File: config.mk
export PLATFORM = sky130hd
export DESIGN_NAME = hvn_isqrt
export DESIGN_NICKNAME = d
export VERILOG_FILES = /design/src/design/assert_macros.svh /design/src/design/hvn_pkg.sv /design/src/design/hvn_isqrt.sv
export SDC_FILE = /design/constraint.sdc
export NUM_CORES = 1
export LEC_CHECK = 0
export ABC_AREA = 1
export ABC_CLOCK_PERIOD_IN_PS = 11500
export BUFFER_PORTS_ARGS = -buffer_cell sky130_fd_sc_hd__buf_2
export CORE_UTILIZATION = 50
export DETAILED_ROUTE_END_ITERATION = 7
export PLACE_DENSITY_LB_ADDON = 0.3
export SYNTH_ARGS = -nofsm -noshare
export SYNTH_HDL_FRONTEND = slang
export SYNTH_SLANG_ARGS = --single-unit
File: constraint.sdc
create_clock -name clk -period 11.5 [get_ports clk]
set_input_delay 2.3 -clock clk [delete_from_list [all_inputs] [get_ports clk]]
set_output_delay 2.3 -clock clk [all_outputs]
set_load 0.01 [all_outputs]
File: src/design/assert_macros.svh
// ----------------------------------------------------------------------------
// Assertion macros
// Shared concurrent check macros; define ASSERT_OFF to compile them out.
// ----------------------------------------------------------------------------
`ifndef ASSERT_MACROS_SVH
`define ASSERT_MACROS_SVH
`ifndef ASSERT_OFF
`define ASSERT_IMPL(lbl, pre, con, msg) \
  lbl: assert property (@(posedge clk) disable iff (!rst_n) (pre) |-> (con)) else $error(msg);
`define ASSERT_NEXT(lbl, pre, con, msg) \
  lbl: assert property (@(posedge clk) disable iff (!rst_n) (pre) |=> (con)) else $error(msg);
`else
`define ASSERT_IMPL(lbl, pre, con, msg)
`define ASSERT_NEXT(lbl, pre, con, msg)
`endif
`endif

File: src/design/hvn_pkg.sv
// ----------------------------------------------------------------------------
// hvn_pkg
// Shared types and constants of the heightmap vertex/normal generator.
// ----------------------------------------------------------------------------
package hvn_pkg;

  localparam int HW     = 16;   // sample width
  localparam int SW     = 33;   // squared length dx^2 + dz^2 + 4
  localparam int QW     = 33;   // normalised quotient, up to 2^32
  localparam int RTW    = 17;   // square root of the quotient
  localparam int TEX_LB = 16;   // fraction bits of the texture quotient
  localparam int CFG_W  = 11;

  localparam logic [CFG_W-1:0] CFG_RESET = 11'd256;
  localparam logic [16:0]      NORM_MAX  = 17'd32767;
  localparam logic [16:0]      TEX_ONE   = 17'h10000;
  localparam logic [SW-1:0]    Y_SQ      = 33'd4;

  typedef enum logic [1:0] {
    REG_GRID_SIZE     = 2'd0,
    REG_HEIGHT_EXTENT = 2'd1,
    REG_WIDTH_EXTENT  = 2'd2
  } reg_idx_t;

  typedef enum logic [5:0] {
    S_IDLE = 6'b000001,
    S_LOAD = 6'b000010,
    S_MUL  = 6'b000100,
    S_SUM  = 6'b001000,
    S_DIV  = 6'b010000,
    S_ROOT = 6'b100000
  } state_t;

endpackage

File: src/design/hvn_isqrt.sv
// ----------------------------------------------------------------------------
// hvn_isqrt
// Integer square root, two radicand bits per cycle.
// ----------------------------------------------------------------------------
module hvn_isqrt
  import hvn_pkg::*;
(
  input  logic           clk,
  input  logic           rst_n,
  input  logic           start,
  input  logic [QW-1:0]  radicand,
  output logic           busy,
  output logic [RTW-1:0] root
);

  logic          busy_r;
  logic [QW-1:0] m_r, res_r, bit_r;
  logic [QW:0]   sum;
  logic          ge;

  always_comb begin
    sum = {1'b0, res_r} + {1'b0, bit_r};
    ge  = ({1'b0, m_r} >= sum);
  end

  always_ff @(posedge clk) begin
    if (!rst_n) begin
      busy_r <= 1'b0;
    end else if (start) begin
      busy_r <= 1'b1;
    end else if (busy_r && bit_r[0]) begin
      busy_r <= 1'b0;
    end
  end

  always_ff @(posedge clk) begin
    if (start) begin
      m_r   <= radicand;
      res_r <= '0;
      bit_r <= QW'(1) << (QW - 1);
    end else if (busy_r) begin
      if (ge) begin
        m_r   <= QW'({1'b0, m_r} - sum);
        res_r <= (res_r >> 1) + bit_r;
      end else begin
        res_r <= res_r >> 1;
      end
      bit_r <= bit_r >> 2;
    end
  end

  assign busy = busy_r;
  assign root = res_r[RTW-1:0];

endmodule

# After elaboration in Yosys (flattened, before gate mapping)
# Cells that the tools add are included.
classes:
  add_sub_neg: 3
  n_lt_le_gt_ge: 1
  mux: 6
  reduce_logical: 5
op_table:
  columns: ["op", "n"]
  rows:
  - ["$mux 33", 4]
  - ["$add 33x33->34", 1]
  - ["$ge 33x34->1", 1]
  - ["$add 32x33->33", 1]
  - ["$sub 33x33->33", 1]
  - ["$reduce_bool 2->1", 3]
  - ["$mux 1", 2]
  - ["$reduce_and 2->1", 1]
  - ["$logic_and 1x1->1", 1]
word_totals:
  reg_bits: 84
  input_bits: 36
  output_inout_bits: 18
  word_cells: 19

# Longest topological paths before layout
# Gate-level depths: netlist (run 1).
depth:
  depth_word: 5
  mapped_depth: 30
  depth_no_buf: 29

# Worst setup path before layout (run 1)
# OpenSTA, ideal clock, no wires.
synth_path:
  kind: "register to register"
  from: "register res_r[0]"
  to: "register m_r[0] (enable)"
  setup_ns: 0.391
  arrival_time_ns: 4.029
  required_ns: 11.109
  slack_ns: 7.080
  path_stages_with_launch: 28
  path_buffers: 1
  synth_period_minus_slack_ns: 4.420
  path_cell_list: "dfxtp_1 -> ha_1 -> ha_1 -> nand2_1 -> a21oi_1 -> o21ai_0 -> o22ai_1 -> nand2_1 -> nand2_1 -> inv_1 -> o21ai_0 -> nand2_1 -> nand3b_1 -> nand2_1 -> ha_1 -> nand2_1 -> nor2_2 -> nand2_1 -> nor2_1 -> nand2_1 -> nand2_1 -> nand2_1 -> nand2_2 -> nand3_4 -> o21ai_4 -> buf_6 -> nand2_1 -> nand2_1"
synth_via:
  elab_chain_len: 4
synth_lines:
  columns: ["item", "line_no", "text"]
  rows:
  - ["from (decl)", "hvn_isqrt.sv:17", "logic [QW-1:0] m_r, res_r, bit_r;"]
  - ["from (signal assigned)", "hvn_isqrt.sv:44", "res_r <= (res_r >> 1) + bit_r;"]
  - ["from (signal assigned)", "hvn_isqrt.sv:46", "res_r <= res_r >> 1;"]
  - ["$add 33x33->34", "hvn_isqrt.sv:22", "sum = {1'b0, res_r} + {1'b0, bit_r};"]
  - ["$ge 33x34->1", "hvn_isqrt.sv:23", "ge = ({1'b0, m_r} >= sum);"]
  - ["$reduce_bool 2->1 (no source line)", null, null]
  - ["$reduce_and 2->1 (no source line)", null, null]
  - ["to (signal assigned)", "hvn_isqrt.sv:38", "m_r <= radicand;"]
  - ["to (signal assigned)", "hvn_isqrt.sv:43", "m_r <= QW'({1'b0, m_r} - sum);"]
  - ["to (decl)", "hvn_isqrt.sv:17", null]
# No other way between the ends.
# A chain may end at the register's enable or synchronous reset.

# Worst setup path in the final report (run 1)
layout_path:
  from: "register bit_r[0]"
  to: "register m_r[23] (enable)"
layout_via:
  elab_chain_len: 4
layout_lines:
  columns: ["item", "line_no", "text"]
  rows:
  - ["from (decl)", "hvn_isqrt.sv:17", null]
  - ["from (signal assigned)", "hvn_isqrt.sv:40", "bit_r <= QW'(1) << (QW - 1);"]
  - ["from (signal assigned)", "hvn_isqrt.sv:48", "bit_r <= bit_r >> 2;"]
  - ["$add 33x33->34", "hvn_isqrt.sv:22", null]
  - ["$ge 33x34->1", "hvn_isqrt.sv:23", null]
  - ["$reduce_bool 2->1 (no source line)", null, null]
  - ["$reduce_and 2->1 (no source line)", null, null]
# No other way between the ends.

==> metrics.md, run 1 <==
| Metric | Value |
|---|---|
| Antenna viol nets, final | `0` |
| Synth cell types | `47` |
| Placed insts | `1659` |
| Top cell type by total area after synthesis | `nand2_1` |
| Clock sink count | `84` |
| CTS tree | `done` |
| Maximum VDD drop | `0.138 mV` |
| CP endpoint kind | `register` |
| Highest clock rate | `188 MHz` |
| DRC Markers | `0` |
| Seq cells post-synth | `84` |
| Share of Yosys cell area claimed by the top area cell type | `between 10% and 20%` |
| Setup Buffers After CTS | `0` |
| CTS Hold Bufs | `0` |
| Area Overhead vs Synth | `6.74%` |
| Status | `finished, final reports clean` |
| Clock latency reported for the late side of the worst-skew pair | `around 0.37 ns` |
| CP Data Required Time | `11.50 ns` |
| Detailed router's first-iteration violation count | `912` |
| Root Driver | `clkbuf_16` |
| Total core area | `17300 um2` |
| Die H | `135 um` |
| Period utilization | `46.2%` |
| Cts bufs inserted | `9` |
| Final hold viol count | `0` |
| Post-synth EDFFs | `33` |
| H-tree Lvls | `3` |
| Die Wd | `135 um` |
| Syn Area/Cell | `between 6 and 7 um2` |
| Finished Core Util | `54.6%` |
| Seq/Total Area, Yosys | `22.8%` |
| Filler cell count in the final layout | `1766` |
| Most frequent cells in the layout | `nand2_1, inv_1, nand3_1` |
| Kind of critical path | `register to register` |
| Pin count of the biggest net entering global routing | `75` |
| Worst-Margin Slew | `0.940 ns` |
| Final Max Tran Viols | `0` |
| Worst rel slew slack | `a little under two fifths` |
| Synth top area cells | `nand2_1, dfxtp_1, edfxtp_1` |
| Reg clk slew, reported paths | `around 0.07 ns` |
| Max-cap violations | `0` |
| Synth Instances | `1431` |
| Pleak | `4.43 nW` |
| RSZ-0062 raised after global routing | `no` |
| Initial Util | `between 50% and 60%` |
| GPL Wtd Cong | `0.951` |
| First-pass GRT wire length | `roughly 41 mm` |
| Total track usage | `slightly below 30%` |
| Die area | `approximately 18000 um2` |
| Min-Delay Path Class | `register to register` |
| Post-cts gate resize count | `0` |
| Post-synth ARST share | `0%` |
| PD cells | `214 nW/um2` |
| Setup Viol. Count Final | `0` |
| Final Critical Period | `5.32 ns` |
| GRT Residual Overflow | `0` |
| Core Rows | `between 40 and 50` |
| Ant diodes | `0` |
| Post-DP HPWL | `approximately 20 mm` |
| Vias per std cell | `5.57` |
| Drt wl/cell | `15.6 um` |
| First-pass DRT Iterations | `5` |
| Fin Clk Skew | `0.0114 ns` |
| Clock buffer depth | `2` |
| Setup total negative slack | `0 ns` |
| Commonest non-fill, non-tap cell in the layout | `nand2_1` |
| CP startpoint kind | `register` |
| Port Buffers | `53` |
| Via count | `roughly 9300` |
| Non-filler cells, final | `1675` |
| Critical Path AT | `5.32 ns` |
| Critical Path Fanout Max | `34` |
| Main flop type after synthesis | `dfxtp_1` |
| Final net count | `between 1500 and 2000` |
| Share of post-route cells with drive strength above 1 | `under 10%` |
| Initial antenna violation count | `0` |
| Synth warn | `0` |
| Syn Nets | `1536` |
| # IOs | `54` |
| WL final | `26.1 mm` |
| Vias in the first global route | `between 8000 and 9000` |
| Final Power | `about 2.0 mW` |
| Netlist Area Pre-Place | `8840 um2` |
-- cells by family (layout without fill, tap and decap cells) --
kind of cell    count (synthesis)  count (layout)  share of synthesized area, %
flops                          84              84                          22.8
compound gates                222             222                          13.9
buf+inv                       227             246                          10.9
fa+ha+maj                      69              69                          9.85
xor+xnor                       55              55                          5.45
simple gates                  774             774                          37.2
-- stage by stage --
step	cell area, um2	setup slack, ns	hold slack (ns)
floorplan	8840	7.08	0.463
global placement	9110	6.44	0.476
detailed placement	9110	6.26	0.485
CTS	9440	6.22	0.498
global route	9440	5.66	0.547
finish	9440	6.18	0.489
-- worst max-delay path, cell delays in order, from the launching register on --
cell and delay, ns:
dfxtp_1 0.37, ha_1 0.25, ha_1 0.21, nand2_1 0.08, a21oi_1 0.16, o21ai_0 0.14
o22ai_1 0.33, nand2_1 0.10, nand2_1 0.14, inv_1 0.05, o21ai_0 0.26, nand2_1 0.12
nand3b_1 0.10, nand2_1 0.07, ha_1 0.37, nand2_1 0.11, nor2_2 0.17, nand2_1 0.09
nor2_1 0.11, nand2_1 0.06, nand2_1 0.05, nand2_1 0.07, nand2_2 0.08, nand3_4 0.33
o21ai_4 0.51, nand2_1 0.10, nand2_1 0.09, buf_4 0.42
-- state kept, by name (all words and copies together), names as in the netlist --
name   cells
bit_r     17
busy       1
m_r       33
res_r     33
-- Yosys cell counts (2+ instances only) --
master      n
buf_6       3
xor2_1     27
o22ai_1     2
o31ai_1     2
nor3_1      9
nor2_2      3
nand3b_1   15
xnor2_1    28
o21bai_1   11
a21boi_0    3
o21ai_1     2
nand3_1   134
clkbuf_1   20
nand2_2     3
buf_4      20
a21oi_1   104
o211ai_1    2
ha_1       68
and3_1      2
dfxtp_1    51
o221ai_1    2
or2_2      15
nor4_1      6
a31oi_1     8
nor2_1    128
nand4_1    18
o21ai_0    71
nand2_1   437
buf_2       7
a21oi_2     2
edfxtp_1   33
a21o_1      5
inv_1     170
buf_1       4
o21a_1      4
-- report_power, final --
part	internal, mW	total, mW	switching (mW)
clock network	0.186	0.328	0.142
logic	0.426	1.21	0.781
registers	0.407	0.484	0.0770
-- final cells by class --
| class | count | area [um2] | share of cell area (%) |
|---|---|---|---|
| flip-flops and latches | 84 | 2010 | 21.3 |
| multi-input cells | 1120 | 5870 | 62.2 |
| clock inverters | 6 | 75.1 | 0.795 |
| clock buffers | 10 | 250 | 2.65 |
| inverters | 172 | 646 | 6.84 |
| repair buffers | 58 | 303 | 3.21 |
| well taps | 225 | 282 | 2.98 |
-- worst paths after layout --
check,start,endpoint,slack [ns],cells after the start
max,bit_r[0]$_SDFFE_PP0P_,m_r[23]$_DFFE_PP_,6.18,27
min,res_r[0]$_SDFFE_PP0P_,res_r[0]$_SDFFE_PP0P_,0.49,2
max reg2reg,bit_r[0]$_SDFFE_PP0P_,m_r[23]$_DFFE_PP_,6.18,27
min reg2reg,res_r[0]$_SDFFE_PP0P_,res_r[0]$_SDFFE_PP0P_,0.49,2
-- metal layers --
metal	routed length [um]	GRT usage [%]
met1	11900	40.4
met3	2010	3.19
met5	0	0
met4	583	9.86
met2	11700	46.4
(Power assumes the default switching activity.)
==> run 2, diff against run 1 <==
Settings changed: ABC_CLOCK_PERIOD_IN_PS 11500 to 5250.
Clock period 11.5 ns to 5.25 ns, I/O delays scaled along.
==> metrics.md, run 2 (synthesized netlist as in run 1, its figures left out) <==
| Metric | Value |
|---|---|
| Final hold viol count | `0 (unchanged)` |
| Max-cap violations | `0 (unchanged)` |
| Placed insts | `1662 (+0.18%)` |
| PD cells | `464 nW/um2 (+120%)` |
| Area Overhead vs Synth | `6.81% (about the same)` |
| # IOs | `54 (unchanged)` |
| Reg clk slew, reported paths | `0.06 ns (about the same)` |
| Min-Delay Path Class | `register to register` |
| Most frequent cells in the layout | `nand2_1, inv_1, nand3_1` |
| Total track usage | `28.8% (-0.22 points)` |
| Port Buffers | `53 (unchanged)` |
| Cts bufs inserted | `9 (unchanged)` |
| Final net count | `1553 (+0.19%)` |
| CTS Hold Bufs | `0 (unchanged)` |
| RSZ-0062 raised after global routing | `no` |
| Die H | `135 um (unchanged)` |
| Post-DP HPWL | `19.8 mm (-1.0%)` |
| CP delay by family, top | `simple AND/OR/NAND/NOR gates` |
| Post-cts gate resize count | `0 (unchanged)` |
| Die area | `18200 um2 (unchanged)` |
| Setup Buffers After CTS | `0 (unchanged)` |
| Core Rows | `48 (unchanged)` |
| CP startpoint kind | `register` |
| Worst path most repeated cell | `nand2_1` |
| CP endpoint kind | `register` |
| Setup total negative slack | `0 ns (unchanged)` |
| Drt wl/cell | `15.3 um (-1.6%)` |
| Largest registers | `m_r x33, res_r x33, bit_r x17` |
| Critical Path AT | `4.71 ns (-0.61 ns)` |
| Critical Path Fanout Max | `33 (-2.9%)` |
| Initial antenna violation count | `0 (unchanged)` |
| GPL Wtd Cong | `0.947 (-0.42%)` |
| Antenna viol nets, final | `0 (unchanged)` |
| Setup Viol. Count Final | `0 (unchanged)` |
| CTS tree | `done` |
| Total core area | `17300 um2 (unchanged)` |
| Clock sink count | `84 (unchanged)` |
| Detailed router's first-iteration violation count | `809 (-11%)` |
| CP Data Required Time | `5.23 ns (-6.27 ns)` |
| Min Hold Slack | `0.491 ns (+0.00164 ns)` |
| Status | `finished, final reports clean` |
| Worst path slowest cell | `buf_4` |
| Final Max Tran Viols | `0 (unchanged)` |
| Commonest non-fill, non-tap cell in the layout | `nand2_1` |
| Worst rel slew slack | `47.8% (+11 points)` |
| GRT Residual Overflow | `0 (unchanged)` |
| FF-to-FF setup slack | `0.52 ns (-5.66 ns)` |
| Vias per std cell | `5.56 (-0.22%)` |
| Worst Path Buf+Inv | `3 (+1)` |
| Maximum VDD drop | `0.301 mV (+120%)` |
| First-pass DRT Iterations | `8 (+3)` |
| Worst-Margin Slew | `0.783 ns (-0.157 ns)` |
| Non-filler cells, final | `1677 (+0.12%)` |
| First-pass GRT wire length | `41.9 mm (+0.93%)` |
| WL final | `25.7 mm (-1.5%)` |
| Max incr delay on CP | `0.42 ns (-0.09 ns)` |
| Share of post-route cells with drive strength above 1 | `7.16% (+0.059 points)` |
| Pin count of the biggest net entering global routing | `75 (unchanged)` |
| H-tree Lvls | `3 (unchanged)` |
| Via count | `9317 (-0.097%)` |
| Kind of critical path | `register to register` |
| Clock buffer depth | `2 (unchanged)` |
| Initial Util | `51.1% (unchanged)` |
| Fin Clk Skew | `0.0116 ns (+0.000196 ns)` |
| Pleak | `4.43 nW (+0.14%)` |
| Ant diodes | `0 (unchanged)` |
| Highest clock rate | `212 MHz (+12%)` |
| Root Driver | `clkbuf_16` |
| Period utilization | `90.0% (+44 points)` |
| DRC Markers | `0 (unchanged)` |
| Clock latency reported for the late side of the worst-skew pair | `0.35 ns (-0.02 ns)` |
| Vias in the first global route | `8567 (+4.5%)` |
| Final Critical Period | `4.73 ns (-0.588 ns)` |
| Die Wd | `135 um (unchanged)` |
## run 2: through the flow
stage	total power [mW]	util (%)	setup slack, ns	cell area, um2
after floorplan	3.11	-	0.830	8840
after global placement	3.64	52.8	0.675	9140
after detailed placement	3.67	52.8	0.602	9140
after CTS	4.34	54.6	0.563	9440
after global routing	4.76	54.6	0.0136	9440
final	4.38	54.6	0.523	9440
## run 2: per-layer routing
layer,track usage [%],share of wire (%)
met5,0,0
met4,9.68,2.5
met3,3.12,6.4
met2,46.6,45
met1,39.7,46
## run 2: cell type report
class / count / area [um2]
well taps: 225 / 282
repair buffers: 61 / 325
inverters: 172 / 646
multi-input cells: 1120 / 5880
clock inverters: 3 / 25.0
clock buffers: 12 / 279
flip-flops and latches: 84 / 2010
fillers: 1788 / 7850
## run 2: worst min-delay path, cell delays in order (launching register included)
cell	delay (ns)
dfxtp_1	0.32
nand2_1	0.07
a21oi_1	0.05
## run 2: worst paths after layout
kind                         start                    end  depth (start not counted)
max reg2reg  bit_r[0]$_SDFFE_PP0P_       m_r[4]$_DFFE_PP_                         25
max          bit_r[0]$_SDFFE_PP0P_       m_r[4]$_DFFE_PP_                         25
min reg2reg  res_r[0]$_SDFFE_PP0P_  res_r[0]$_SDFFE_PP0P_                          2
min          res_r[0]$_SDFFE_PP0P_  res_r[0]$_SDFFE_PP0P_                          2
## run 2: where the power goes
group | switching (mW) | total, mW | internal [mW]
Combinational | 1.72 | 2.66 | 0.947
Sequential | 0.166 | 1.06 | 0.892
Clock | 0.281 | 0.661 | 0.380
Total | 2.16 | 4.38 | 2.22
