[src/design/assert_macros.svh]
// ----------------------------------------------------------------------------
// Assertion macros
// Shared concurrent check macros; define ASSERT_OFF to compile them out.
// ----------------------------------------------------------------------------
`ifndef ASSERT_MACROS_SVH
`define ASSERT_MACROS_SVH
`ifndef ASSERT_OFF
`define ASSERT_IMPL(lbl, pre, con, msg) \
  lbl: assert property (@(posedge clk) disable iff (!rst_n) (pre) |-> (con)) else $error(msg);
`define ASSERT_NEXT(lbl, pre, con, msg) \
  lbl: assert property (@(posedge clk) disable iff (!rst_n) (pre) |=> (con)) else $error(msg);
`else
`define ASSERT_IMPL(lbl, pre, con, msg)
`define ASSERT_NEXT(lbl, pre, con, msg)
`endif
`endif

[src/design/hvn_div.sv]
// ----------------------------------------------------------------------------
// hvn_div
// Restoring divider, one quotient bit per cycle. rem0 must be <= divisor.
// ----------------------------------------------------------------------------
module hvn_div #(
  parameter int DW = 33,
  parameter int LB = 32
) (
  input  logic          clk,
  input  logic          rst_n,
  input  logic          start,
  input  logic [DW-1:0] rem0,
  input  logic [LB-1:0] low,
  input  logic [DW-1:0] divisor,
  output logic          busy,
  output logic [LB:0]   quo
);

  localparam int CNTW = $clog2(LB + 2);

  logic            busy_r;
  logic [CNTW-1:0] cnt_r;
  logic [DW-1:0]   rem_r, div_r, rem_nxt;
  logic [LB-1:0]   low_r;
  logic [LB:0]     quo_r;
  logic            first;
  logic [DW:0]     trial, diff;
  logic            ge;

  always_comb begin
    first   = (cnt_r == CNTW'(LB + 1));
    trial   = first ? {1'b0, rem_r} : {rem_r, low_r[LB-1]};
    ge      = (trial >= {1'b0, div_r});
    diff    = trial - {1'b0, div_r};
    rem_nxt = ge ? diff[DW-1:0] : trial[DW-1:0];
  end

  always_ff @(posedge clk) begin
    if (!rst_n) begin
      busy_r <= 1'b0;
      cnt_r  <= '0;
    end else if (start) begin
      busy_r <= 1'b1;
      cnt_r  <= CNTW'(LB + 1);
    end else if (busy_r) begin
      cnt_r <= cnt_r - CNTW'(1);
      if (cnt_r == CNTW'(1)) begin
        busy_r <= 1'b0;
      end
    end
  end

  always_ff @(posedge clk) begin
    if (start) begin
      rem_r <= rem0;
      low_r <= low;
      div_r <= divisor;
      quo_r <= '0;
    end else if (busy_r) begin
      rem_r <= rem_nxt;
      quo_r <= {quo_r[LB-1:0], ge};
      if (!first) begin
        low_r <= low_r << 1;
      end
    end
  end

  assign busy = busy_r;
  assign quo  = quo_r;

endmodule

[config.mk]
export PLATFORM = sky130hd
export DESIGN_NAME = hvn_div
export DESIGN_NICKNAME = d
export VERILOG_FILES = /design/src/design/assert_macros.svh /design/src/design/hvn_div.sv
export SDC_FILE = /design/constraint.sdc
export NUM_CORES = 1
export LEC_CHECK = 0
export ABC_AREA = 1
export ABC_CLOCK_PERIOD_IN_PS = 5100
export BUFFER_PORTS_ARGS = -buffer_cell sky130_fd_sc_hd__clkbuf_2
export CAP_MARGIN = 20
export CORE_MARGIN = 2
export CORE_UTILIZATION = 54
export DETAILED_ROUTE_END_ITERATION = 8
export PLACE_DENSITY_LB_ADDON = 0.12
export RECOVER_POWER = 50
export SETUP_SLACK_MARGIN = 0.4
export SYNTH_ARGS = -nofsm -noshare
export SYNTH_HDL_FRONTEND = slang
export SYNTH_SLANG_ARGS = --single-unit
[constraint.sdc]
create_clock -name clk -period 5.1 [get_ports clk]
set_input_delay 1.02 -clock clk [delete_from_list [all_inputs] [get_ports clk]]
set_output_delay 1.02 -clock clk [all_outputs]
set_load 0.1 [all_outputs]
; ---- Yosys cells after proc, flatten, opt, wreduce, memory -nomap -nowiden
; Cells that the tools add are included.
[classes]
magnitude_cmp = 1
eq_ne = 3
addsub = 2
n_bitwise = 1
mux = 12
n_reduce_logical = 3
[ops]
columns = op, count
row1 = two-way mux 33 bit, 3
row2 = two-way mux 32 bit, 3
row3 = greater-or-equal comparator 34 x 33 -> 1 bit, 1
row4 = two-way mux 34 bit, 1
row5 = subtractor 33 bit, 1
row6 = two-way mux 6 bit, 2
row7 = equality test 6 x 1 -> 1 bit (second input constant), 1
row8 = equality test 6 bit (second input constant), 1
row9 = subtractor 6 x 1 -> 6 bit (second input constant), 1
row10 = two-way mux 1 bit, 3
row11 = != test 2 x 1 -> 1 bit (second input constant), 1
row12 = AND reduction 2 bit, 1
row13 = nonzero test 2 bit, 1
row14 = OR reduction 2 bit, 1
row15 = NOT 1 bit, 1
[totals]
wordCells = 29
inputBits = 101
out_inout_bits = 34
register_bits = 138

; ---- Logic depth before layout (Yosys ltp)
; Gate-level depths: netlist of run 1.
[logic_depth]
depth_word = 6
ltp_mapped = 23
mapped_depth_nobuf = 21

; ---- Worst setup path before layout of run 1
; No wires, ideal clock.
[synth_path]
path_type = register to register
startpoint = register busy_r (netlist: busy)
endpoint = register rem_r[0] (enable)
stages_incl_launch_ff = 4
setup_time_ns = 0.410
arrival_ns = 2.587
t_required_ns = 4.690
synth_period_minus_slack_ns = 2.998
path_buffers = 1
path_slack_ns = 2.102
path_cell_list = dfxtp_1 -> inv_1 -> nand2_1 -> clkbuf_1
[synth_via]
elab_chain_len = 1
[synth_rtl]
columns = item, line_no
row1 = from (decl), hvn_div.sv:21  ; logic busy_r;
row2 = from (signal assigned), hvn_div.sv:40  ; busy_r <= 1'b0;
row3 = from (signal assigned), hvn_div.sv:43  ; busy_r <= 1'b1;
row4 = from (signal assigned), hvn_div.sv:48  ; busy_r <= 1'b0;
row5 = nonzero test 2 bit (no source line), n/a
row6 = to (signal assigned), hvn_div.sv:55  ; rem_r <= rem0;
row7 = to (signal assigned), hvn_div.sv:60  ; rem_r <= rem_nxt;
row8 = to (decl), hvn_div.sv:23  ; logic [DW-1:0] rem_r, div_r, rem_nxt;
; Every way passes these cells.
; A chain may end at the register's enable or synchronous reset.

; ---- Final worst setup path of run 1
[layout_path]
startpoint = input start
endpoint = register rem_r[15] (enable)
[layout_via]
elab_chain_len = 1
[layout_rtl]
columns = item, line_no
row1 = from (decl), hvn_div.sv:11  ; input logic start,
row2 = nonzero test 2 bit (no source line), n/a
; Every way passes these cells.

==> results by stage, run 1 <==
Run status:
- The flow ran to the end, but the final reports show violations.
- The final reports fail on max-capacitance violations, max-slew violations.

Flow run:
- Max-cap violations in this run came to 1.

Logic synthesis:
- By area the synthesized netlist is led by sky130_fd_sc_hd__edfxtp_1 33%, sky130_fd_sc_hd__nand2_1 20%, sky130_fd_sc_hd__inv_1 11%.
- In this run, synthesis produced a sequential element count of 138.
- Yosys instantiated no cell more often than sky130_fd_sc_hd__nand2_1.
- The synthesized design contains 98 enable-type register cells.
- For this run, asynchronously set or reset flops after synthesis account for 0%.
- The average footprint of a synthesized cell is 6.992 um2.
- Among all flip-flop cells after synthesis, the most frequent one is sky130_fd_sc_hd__edfxtp_1.
- The simple-gate share of the synthesized area is 32.05%.
- After synthesis, the netlist uses 36 different library cells.
- Summing the areas of all xor and xnor instances in the mapped netlist gives 1.471% of the synthesized area.
- The adder and majority gate portion of the synthesized area is 5.129%.
- The number of nets in the synthesized netlist is 1,414.
- The dominant combinational cell family by area after synthesis is simple AND/OR/NAND/NOR gates.
- The synthesized cell area is 8929 um2.
- The synthesized design devotes to its leading area cell type 32.96% of total area.
- The cell count after synthesis came out at 1,277.
- Yosys printed 0 warnings.
- Of the post-synthesis cell area, the part taken by muxes is 0.1121%.
- Ranked by instance count, the synthesized netlist is headed by 484 x sky130_fd_sc_hd__nand2_1, 268 x sky130_fd_sc_hd__inv_1, 98 x sky130_fd_sc_hd__edfxtp_1, 94 x sky130_fd_sc_hd__nand3_1, 42 x sky130_fd_sc_hd__nor2_1.
- Summed over all instances, the cell type with the most area after synthesis is sky130_fd_sc_hd__edfxtp_1.
- Summing the areas of all compound-gate instances in the mapped netlist gives 6.012% of the synthesized area.
- The share of the yosys chip area belonging to registers is 41.93%.

Clock network:
- The TritonCTS clock tree is done.
- In this run, post-CTS repair resized a total of 0 instances.
- The clock drives 138 sinks.
- The number of buffers added for setup after CTS is 0.
- The root buffer cell is sky130_fd_sc_hd__clkbuf_16.
- The clock reaches the later pin of the worst-skew pair after 430 ps.
- TritonCTS created 17 clock buffers.
- The H-tree was split into 4 levels.
- For this design, the CTS-stage hold fixing added 0 buffers.
- The worst-case clock buffer depth is 2.
- The clock input transition at the sequential cells of the worst setup and hold paths is 60 ps.

Worst setup path:
- The critical path ends at rem_r[15]$_DFFE_PP_.
- The worst setup path is launched from an input port.
- The kind of cell with the highest combined delay along the critical path is buffers and inverters.
- Measured in cells, the most critical reg-to-reg path has a length of 17.
- The kind of capture point of the worst setup path is a flop.
- The total number of cells along the worst setup path is 4.
- The data required time at the worst endpoint is 5170 ps.
- The endpoint identified for the worst register-to-register timing path is rem_r[6]$_DFFE_PP_.
- Along the worst path, the maximum fanout reaches 40.
- The startpoint identified for the worst register-to-register timing path is cnt_r[1]$_SDFFE_PP0P_.
- The critical path is of the input port to flop type.
- In this design, the stage delay of the slowest critical-path cell is 1400 ps.
- The slowest cell on the critical path is sky130_fd_sc_hd__clkbuf_1.
- The signal on the critical path passes through clkbuf_1 > clkinv_1 > nand2_1 > buf_4.
- Tracing the worst setup path back leads to its startpoint at start.
- The worst register-to-register path has a setup slack of 1270 ps.
- The count of buffer and inverter cells on the critical path is 3.
- The arrival time reported for the critical path endpoint is 4270 ps.

STA:
- For this run, the top clock speed supported by timing is 0.2381 GHz.
- The number of hold violations in the final report is 0.
- After layout, the worst path uses 82.34% of the clock period.
- The worst pin sits at a relative slew slack of -33.49%.
- Setup repair after global routing left no endpoint under its margin.
- The worst path needs 4199 ps of the cycle, external delays included.
- The number of setup violations in the final report is 0.
- At the pin with the least slew margin, the transition time is 2002 ps.
- The final hold slack is 483.3 ps.
- The clock arrives with 10.32 ps of skew.
- The count of pins over their slew limit is 40.
- Adding up every negative setup slack in the final design gives 0 ps.

Drt:
- The post-detailed-route count of antenna-violating nets is 0.
- The detailed-route wire length per cell is 13.59 um.
- The detailed router placed 8,046 vias in this run.
- In the routed design, unresolved DRC markers number 0.
- The number of optimization iterations in the first detailed-route pass is 5.
- The routed wire length is 22.20 mm.
- The detailed-route vias per instance is 4.927.
- The DRC violation total after the first TritonRoute iteration is 536.

Min path:
- In this run the worst hold path is classified as flop to flop.
- The worst hold path passes through 2 cells.
- In this run the most critical hold path is launched from quo[19]$_SDFFE_PP0P_.

Cells and area:
- Compared with the post-synthesis result, the final layout area differs by 15.50%.
- The final layout contains 1,537 nets.
- The count of placed standard cells in the final layout, fillers left out is 1,633.
- The sequential cell area is 3744 um2.
- Fill cells in the final layout number 1,596.
- The antenna diode instance count is 0.
- Summing all multi-input logic gate instances after layout gives 3998 um2.
- Measured on the finished design, the core utilization comes to 63.08%.
- The post-route netlist has 12.81% of its cells at a drive strength greater than 1.

Floorplan:
- The area inside the core boundary is 16,350 um2.
- The horizontal die dimension is 132.6 um.
- During I/O placement, the number of pins put on the boundary was 135.
- The die outline area is 17,580 um2.
- The effective utilization at floorplan is 54.62%.
- The total number of placement rows is 47.
- The vertical die dimension is 132.6 um.

Power and ir drop:
- The total power density per cell area is 417.1 nW/um2.
- IR analysis of the VDD net gives a maximum drop of 254.6 uV.
- Summed over all cells, the static leakage comes to 5.484 nW.

Global routing:
- The first global-routing pass estimated 36.88 mm of wire.
- Across every metal layer, demand over resource in global routing totals 26.22%.
- The total overflow left after global routing is 0.
- The via count of the first global-routing pass is 7,626.
- Entering global routing, the biggest net connects 72 pins.
- The number of antenna violations at the first check in global routing was 0.

Placed design:
- The total instance count after detailed placement is 1,601.
- The half-perimeter wire length after placement is 16.11 mm.
- The count of port buffers added during placement is 134.
- At the end of routability-driven placement, the weighted congestion stood at 0.9443.
[power breakdown]
part           switching, mW  total [mW]  internal (mW)  leakage, nW
clock                  0.546        1.22          0.670        0.288
sequential            0.0563        1.42           1.36         1.31
combinational           1.09        1.67          0.582         3.89
total                   1.69        4.30           2.61         5.48
[kinds of logic after synthesis]
| family | count (synthesis) |
|---|---|
| AO/OA/AOI/OAI | 97 |
| AND/OR/NAND/NOR | 683 |
| adder cells (fa/ha/maj) | 36 |
| flip-flops | 138 |
| multiplexers | 1 |
| XOR/XNOR | 15 |
| buffers and inverters | 307 |
[worst min-delay path, delay by kind of cell (launching register included)]
family          cells  cell delay, ps
flops               1             310
compound gates      1              70
buf+inv             1              60
[flip-flops by register name (all words and copies together) (netlist names)]
signal	cells
cnt_r	6
rem_r	33
div_r	33
low_r	32
quo	33
busy	1
[layout by cell type, fill, tap and decap left out, types with 17 or more instances in the layout]
| cell | instances |
|---|---|
| sky130_fd_sc_hd__o21ai_0 | 36 |
| sky130_fd_sc_hd__dfxtp_1 | 40 |
| sky130_fd_sc_hd__nand3_1 | 94 |
| sky130_fd_sc_hd__nand2_1 | 484 |
| sky130_fd_sc_hd__edfxtp_1 | 98 |
| sky130_fd_sc_hd__clkbuf_16 | 18 |
| sky130_fd_sc_hd__clkbuf_1 | 17 |
| sky130_fd_sc_hd__clkbuf_2 | 118 |
| sky130_fd_sc_hd__o22ai_1 | 31 |
| sky130_fd_sc_hd__inv_1 | 269 |
| sky130_fd_sc_hd__nor2_1 | 42 |
| sky130_fd_sc_hd__a21oi_1 | 24 |
| sky130_fd_sc_hd__ha_1 | 35 |
[worst min-delay path by stage]
stage / to / slack (ps)
finish: quo[19]$_SDFFE_PP0P_ / 480
global route: quo[19]$_SDFFE_PP0P_ / 510
CTS: quo[19]$_SDFFE_PP0P_ / 490
detailed placement: quo[19]$_SDFFE_PP0P_ / 480
global placement: quo[32]$_SDFFE_PP0P_ / 470
floorplan: cnt_r[5]$_SDFFE_PN0P_ / 470
[final cells by class]
class / instances / share of cell area [%]
sequential: 138 / 36.30
multi-input combinational: 832 / 38.76
tap: 220 / 2.669
inverter: 270 / 9.828
clock buffer: 18 / 4.368
timing repair buffer: 141 / 6.904
clock inverter: 14 / 1.165
[stage by stage]
step | power, mW | worst slack [ps] | area (um2)
2_1_floorplan | 2.704 | 2102 | 8929
3_3_place_gp | 3.079 | 1330 | 9771
3_5_place_dp | 3.092 | 1281 | 9771
4_1_cts | 4.314 | 1249 | 10340
5_1_grt | 4.624 | 566.7 | 10310
6_report | 4.302 | 900.8 | 10310
[per-layer routing]
layer | global-route usage, % | up-vias | wire length [um]
met1 | 35.75 | 3581 | 10210
met5 | 0 | - | 0
met4 | 6.332 | 0 | 227
met2 | 42.92 | 229 | 10340
met3 | 5.556 | 23 | 1425
li1 | - | 4213 | -
Note: power is estimated with default switching activity, not from simulation.
==> run 2: changes to the inputs <==
- ABC_AREA: 1 -> 0
- ABC_CLOCK_PERIOD_IN_PS: 5100 -> 4300
- clock period: 5.1 -> 4.3 ns (I/O delays scaled with it)
==> results by stage, run 2 <==
STA:
- The count of pins over their slew limit is 69 (+73%).
- The number of setup violations in the final report is 0 (unchanged).
- The highest achievable clock rate is 0.2594 GHz.
- The normalized max-slew margin is -22.61% (+11 points).
- The number of hold violations in the final report was 0 (unchanged).
- The final critical path takes up 89.64% of the cycle.
- The sum of negative setup slack is 0 ps (unchanged).
- The final critical-path required period is 3855 ps.
- Setup repair after global routing left no endpoint under its margin.
- The actual slew at the worst max-slew pin came to 1839 ps (-163.3 ps).
- The clock skew is 12.22 ps (+1.903 ps).
- The final hold slack is 494.7 ps (+11.45 ps).

Drt:
- The post-detailed-route count of antenna-violating nets is 0 (unchanged).
- The number of optimization iterations in the first detailed-route pass came to 6 (+1).
- The DRC violation total after the first TritonRoute iteration is 339 (-37%).
- The via count of the routed design is 6,095 (-24%).
- The final routed DRC violation total came to 0 (unchanged).
- The routed wire length is 19.61 mm (-12%).
- The detailed-route vias per instance was 5.602 (+14%).
- The detailed-route wire length per cell is 18.02 um (+33%).

Floorplan:
- The effective utilization at floorplan is 54.97% (+0.36 points).
- The number of I/O pins is 135 (unchanged).
- The total number of placement rows is 44 (-6.4%).
- The horizontal die dimension is 125.2 um (-5.6%).
- The vertical die dimension is 125.2 um (-5.6%).
- The area inside the core boundary is 14,420 um2 (-12%).
- The die outline area was 15,670 um2 (-11%).

Clock network:
- The number of buffers inserted during clock tree synthesis is 17 (unchanged).
- The clock input transition at the sequential cells of the worst setup and hold paths is 70 ps (about the same).
- The root buffer cell is sky130_fd_sc_hd__clkbuf_16.
- The total clock sinks is 138 (unchanged).
- The worst-case clock buffer depth came to 2 (unchanged).
- The number of buffers inserted for hold repair after clock tree synthesis is 0 (unchanged).
- The latest clock arrival within the worst-skew pair came to 430 ps (about the same).
- The TritonCTS clock tree is done.
- The H-tree depth is 4 (unchanged).

Cells and area:
- The final-layout fill cell count came to 1,159 (-27%).
- The antenna diode instance count is 0 (unchanged).
- The proportion of layout cells with a drive suffix above 1 is 33.08% (+20 points).
- The final instance area was 9758 um2 (-5.4%).
- Compared with the post-synthesis result, the final layout area differs by 23.07%.
- The number of nets in the final layout came to 1,028 (-33%).
- The most common cell after layout, fill and taps aside is sky130_fd_sc_hd__clkbuf_2.
- The library cells used most frequently in the layout, excluding fill and tap cells, are 125 x sky130_fd_sc_hd__clkbuf_2, 98 x sky130_fd_sc_hd__edfxtp_1, 75 x sky130_fd_sc_hd__nor2_1, 69 x sky130_fd_sc_hd__mux2_2, 52 x sky130_fd_sc_hd__mux2i_1.

Placed design:
- The half-perimeter wire length after placement came to 13.60 mm (-16%).
- The count of port buffers added during placement was 134 (unchanged).
- The instance area after placement is 8807 um2 (-9.9%).
- The placer's final routability congestion estimate is 0.9239 (-2.2%).

Run status:
- The checks that failed: max-capacitance violations, max-slew violations.
- The flow ran to the end, but the final reports show violations.

Logic synthesis:
- The cell accounting for the most synthesized area is sky130_fd_sc_hd__edfxtp_1.
- The most common flop cell mapped by yosys is sky130_fd_sc_hd__edfxtp_1.
- The post-synthesis register bit count is 138 (unchanged).
- The number of enable flip-flop cells after synthesis was 98 (unchanged).
- The async set-reset flop share out of synthesis is 0% (unchanged).
- The average footprint of a synthesized cell is 10.66 um2 (+52%).
- By count the netlist is led by 98 x sky130_fd_sc_hd__edfxtp_1, 77 x sky130_fd_sc_hd__nor2_1, 69 x sky130_fd_sc_hd__mux2_2, 53 x sky130_fd_sc_hd__mux2i_1, 51 x sky130_fd_sc_hd__a21oi_1.
- Sorting the synthesized cells by area gives the leading types as sky130_fd_sc_hd__edfxtp_1 37%, sky130_fd_sc_hd__dfxtp_1 10%, sky130_fd_sc_hd__mux2_2 9.8%.
- The share of Yosys cell area claimed by the top area cell type was 37.12% (+4.2 points).
- The share of the yosys chip area belonging to registers is 47.21% (+5.3 points).
- The synthesized cell area came to 7929 um2 (-11%).
- The number of nets in the synthesized netlist is 881 (-38%).
- The gate count after technology mapping is 744 (-42%).
- The count of synthesis-stage warnings from yosys is 0 (unchanged).
- Yosys instantiated no cell more often than sky130_fd_sc_hd__edfxtp_1.
- The number of distinct library cell variants in the gate-level netlist after synthesis was 60 (+67%).

Global routing:
- The global-route usage over all layers is 24.87% (-1.4 points).
- The largest net degree at the start of global routing was 55 (-24%).
- The wire length of the first global-routing pass is 31.11 mm (-16%).
- The number of antenna violations at the first check in global routing was 0 (unchanged).
- The via count of the first global-routing pass is 6,297 (-17%).
- The total global routing overflow is 0 (unchanged).

Worst setup path:
- The peak fanout along the critical path is 9 (-78%).
- The data required time at the worst endpoint came to 4480 ps (-690 ps).
- The critical path start-end classification is flop to flop.
- The kind of capture point of the worst setup path is a flop.
- The arrival time reported for the critical path endpoint is 4040 ps (-230 ps).
- The launching element type of the critical path is a flop.

Power and ir drop:
- The total power density per cell area came to 589.7 nW/um2 (+41%).
- The highest ir drop seen on vdd was 335.9 uV (+32%).
- The post-layout total power was 5.755 mW (+34%).
- The standby leakage power is 4.177 nW (-24%).

Flow run:
- The number of max-capacitance violations reported is 2 (+1).

Min path:
- The path class of the tightest hold or removal check is flop to flop.
==> run 2: changes by cell type after synthesis, moves of 13 or more <==
cell	before	now
sky130_fd_sc_hd__a21oi_1	24	51
sky130_fd_sc_hd__xnor2_1	14	27
sky130_fd_sc_hd__nor2_1	42	77
sky130_fd_sc_hd__nand2_1	484	42
sky130_fd_sc_hd__nand3_1	94	7
sky130_fd_sc_hd__mux2i_1	1	53
sky130_fd_sc_hd__inv_1	268	44
sky130_fd_sc_hd__mux2_2	0	69
sky130_fd_sc_hd__nand2_2	14	0
sky130_fd_sc_hd__o22ai_1	31	1
sky130_fd_sc_hd__a21o_1	0	20
==> run 2: worst paths after layout <==
kind	endpoint	startpoint	cells past startpoint	slack, ps
hold / removal	cnt_r[1]$_SDFFE_PP0P_	cnt_r[1]$_SDFFE_PP0P_	2	490
hold reg to reg	cnt_r[1]$_SDFFE_PP0P_	cnt_r[1]$_SDFFE_PP0P_	2	490
setup / recovery	rem_r[25]$_DFFE_PP_	cnt_r[1]$_SDFFE_PP0P_	16	450
setup reg to reg	rem_r[25]$_DFFE_PP_	cnt_r[1]$_SDFFE_PP0P_	16	450
==> run 2: cell type report <==
type	count	area (um2)	share of cell area (%)
clock inverters	14	156.4	1.603
inverters	45	168.9	1.731
flip-flops and latches	138	3750	38.43
multi-input cells	525	4035	41.35
well taps	184	230.2	2.359
repair buffers	164	988.4	10.13
clock buffers	18	429.2	4.398
==> run 2: metrics by stage <==
stage          setup WS (ps)  std cells  utilization [%]
2_1_floorplan          408.2        744                -
3_3_place_gp           289.3       1038            61.06
3_5_place_dp           255.8       1038            61.06
4_1_cts                380.9       1078            66.39
5_1_grt                268.4       1088            67.65
6_report               445.3       1088            67.65
==> run 2: routing by layer <==
| layer | vias to the layer above | part of all wire, % | wire length [um] | global-route usage, % |
|---|---|---|---|---|
| met5 | - | 0 | 0 | 0 |
| met4 | 0 | 2.8 | 549 | 9.281 |
| met3 | 37 | 5.6 | 1093 | 7.018 |
| met2 | 175 | 49 | 9619 | 42.90 |
| met1 | 2885 | 43 | 8347 | 29.67 |
| li1 | 2998 | - | - | - |
==> run 2: worst max-delay path: stages (launching register included) <==
cell                       delay [ps]
sky130_fd_sc_hd__dfxtp_2          330
sky130_fd_sc_hd__inv_2             80
sky130_fd_sc_hd__ha_4             150
sky130_fd_sc_hd__nand4b_4         170
sky130_fd_sc_hd__buf_12           180
sky130_fd_sc_hd__buf_16           140
sky130_fd_sc_hd__mux2_2           290
sky130_fd_sc_hd__ha_1             370
sky130_fd_sc_hd__a211o_1          340
sky130_fd_sc_hd__o211ai_1         220
sky130_fd_sc_hd__buf_4            180
sky130_fd_sc_hd__a31oi_4           90
sky130_fd_sc_hd__o21a_2           240
sky130_fd_sc_hd__buf_4            150
sky130_fd_sc_hd__nor2_4           220
sky130_fd_sc_hd__nor2_2           100
sky130_fd_sc_hd__a221o_1          360
==> run 2: power by group <==
part	internal (mW)	switching, mW	total (mW)
registers	1.67	0.0922	1.76
clock network	0.867	0.620	1.49
logic	1.17	1.34	2.51
total	3.70	2.05	5.75
==> run 2: logic make-up after synthesis <==
logic type,share of synthesized area [%]
and+or+nand+nor,10.48
buffers and inverters,4.071
DFF,47.21
adders and majority gates,5.776
xor gates and xnor gates,3.535
muxes,16.49
AOI/OAI and AO/OA,12.44
==> run 2: what timing repair did <==
item | in CTS | in global routing
gates cloned | 2 | 1
endpoints found under the setup margin | 33 | 33
pin swaps | 5 | 10
buffers inserted | 6 | 9
gates resized for setup | 19 | 32
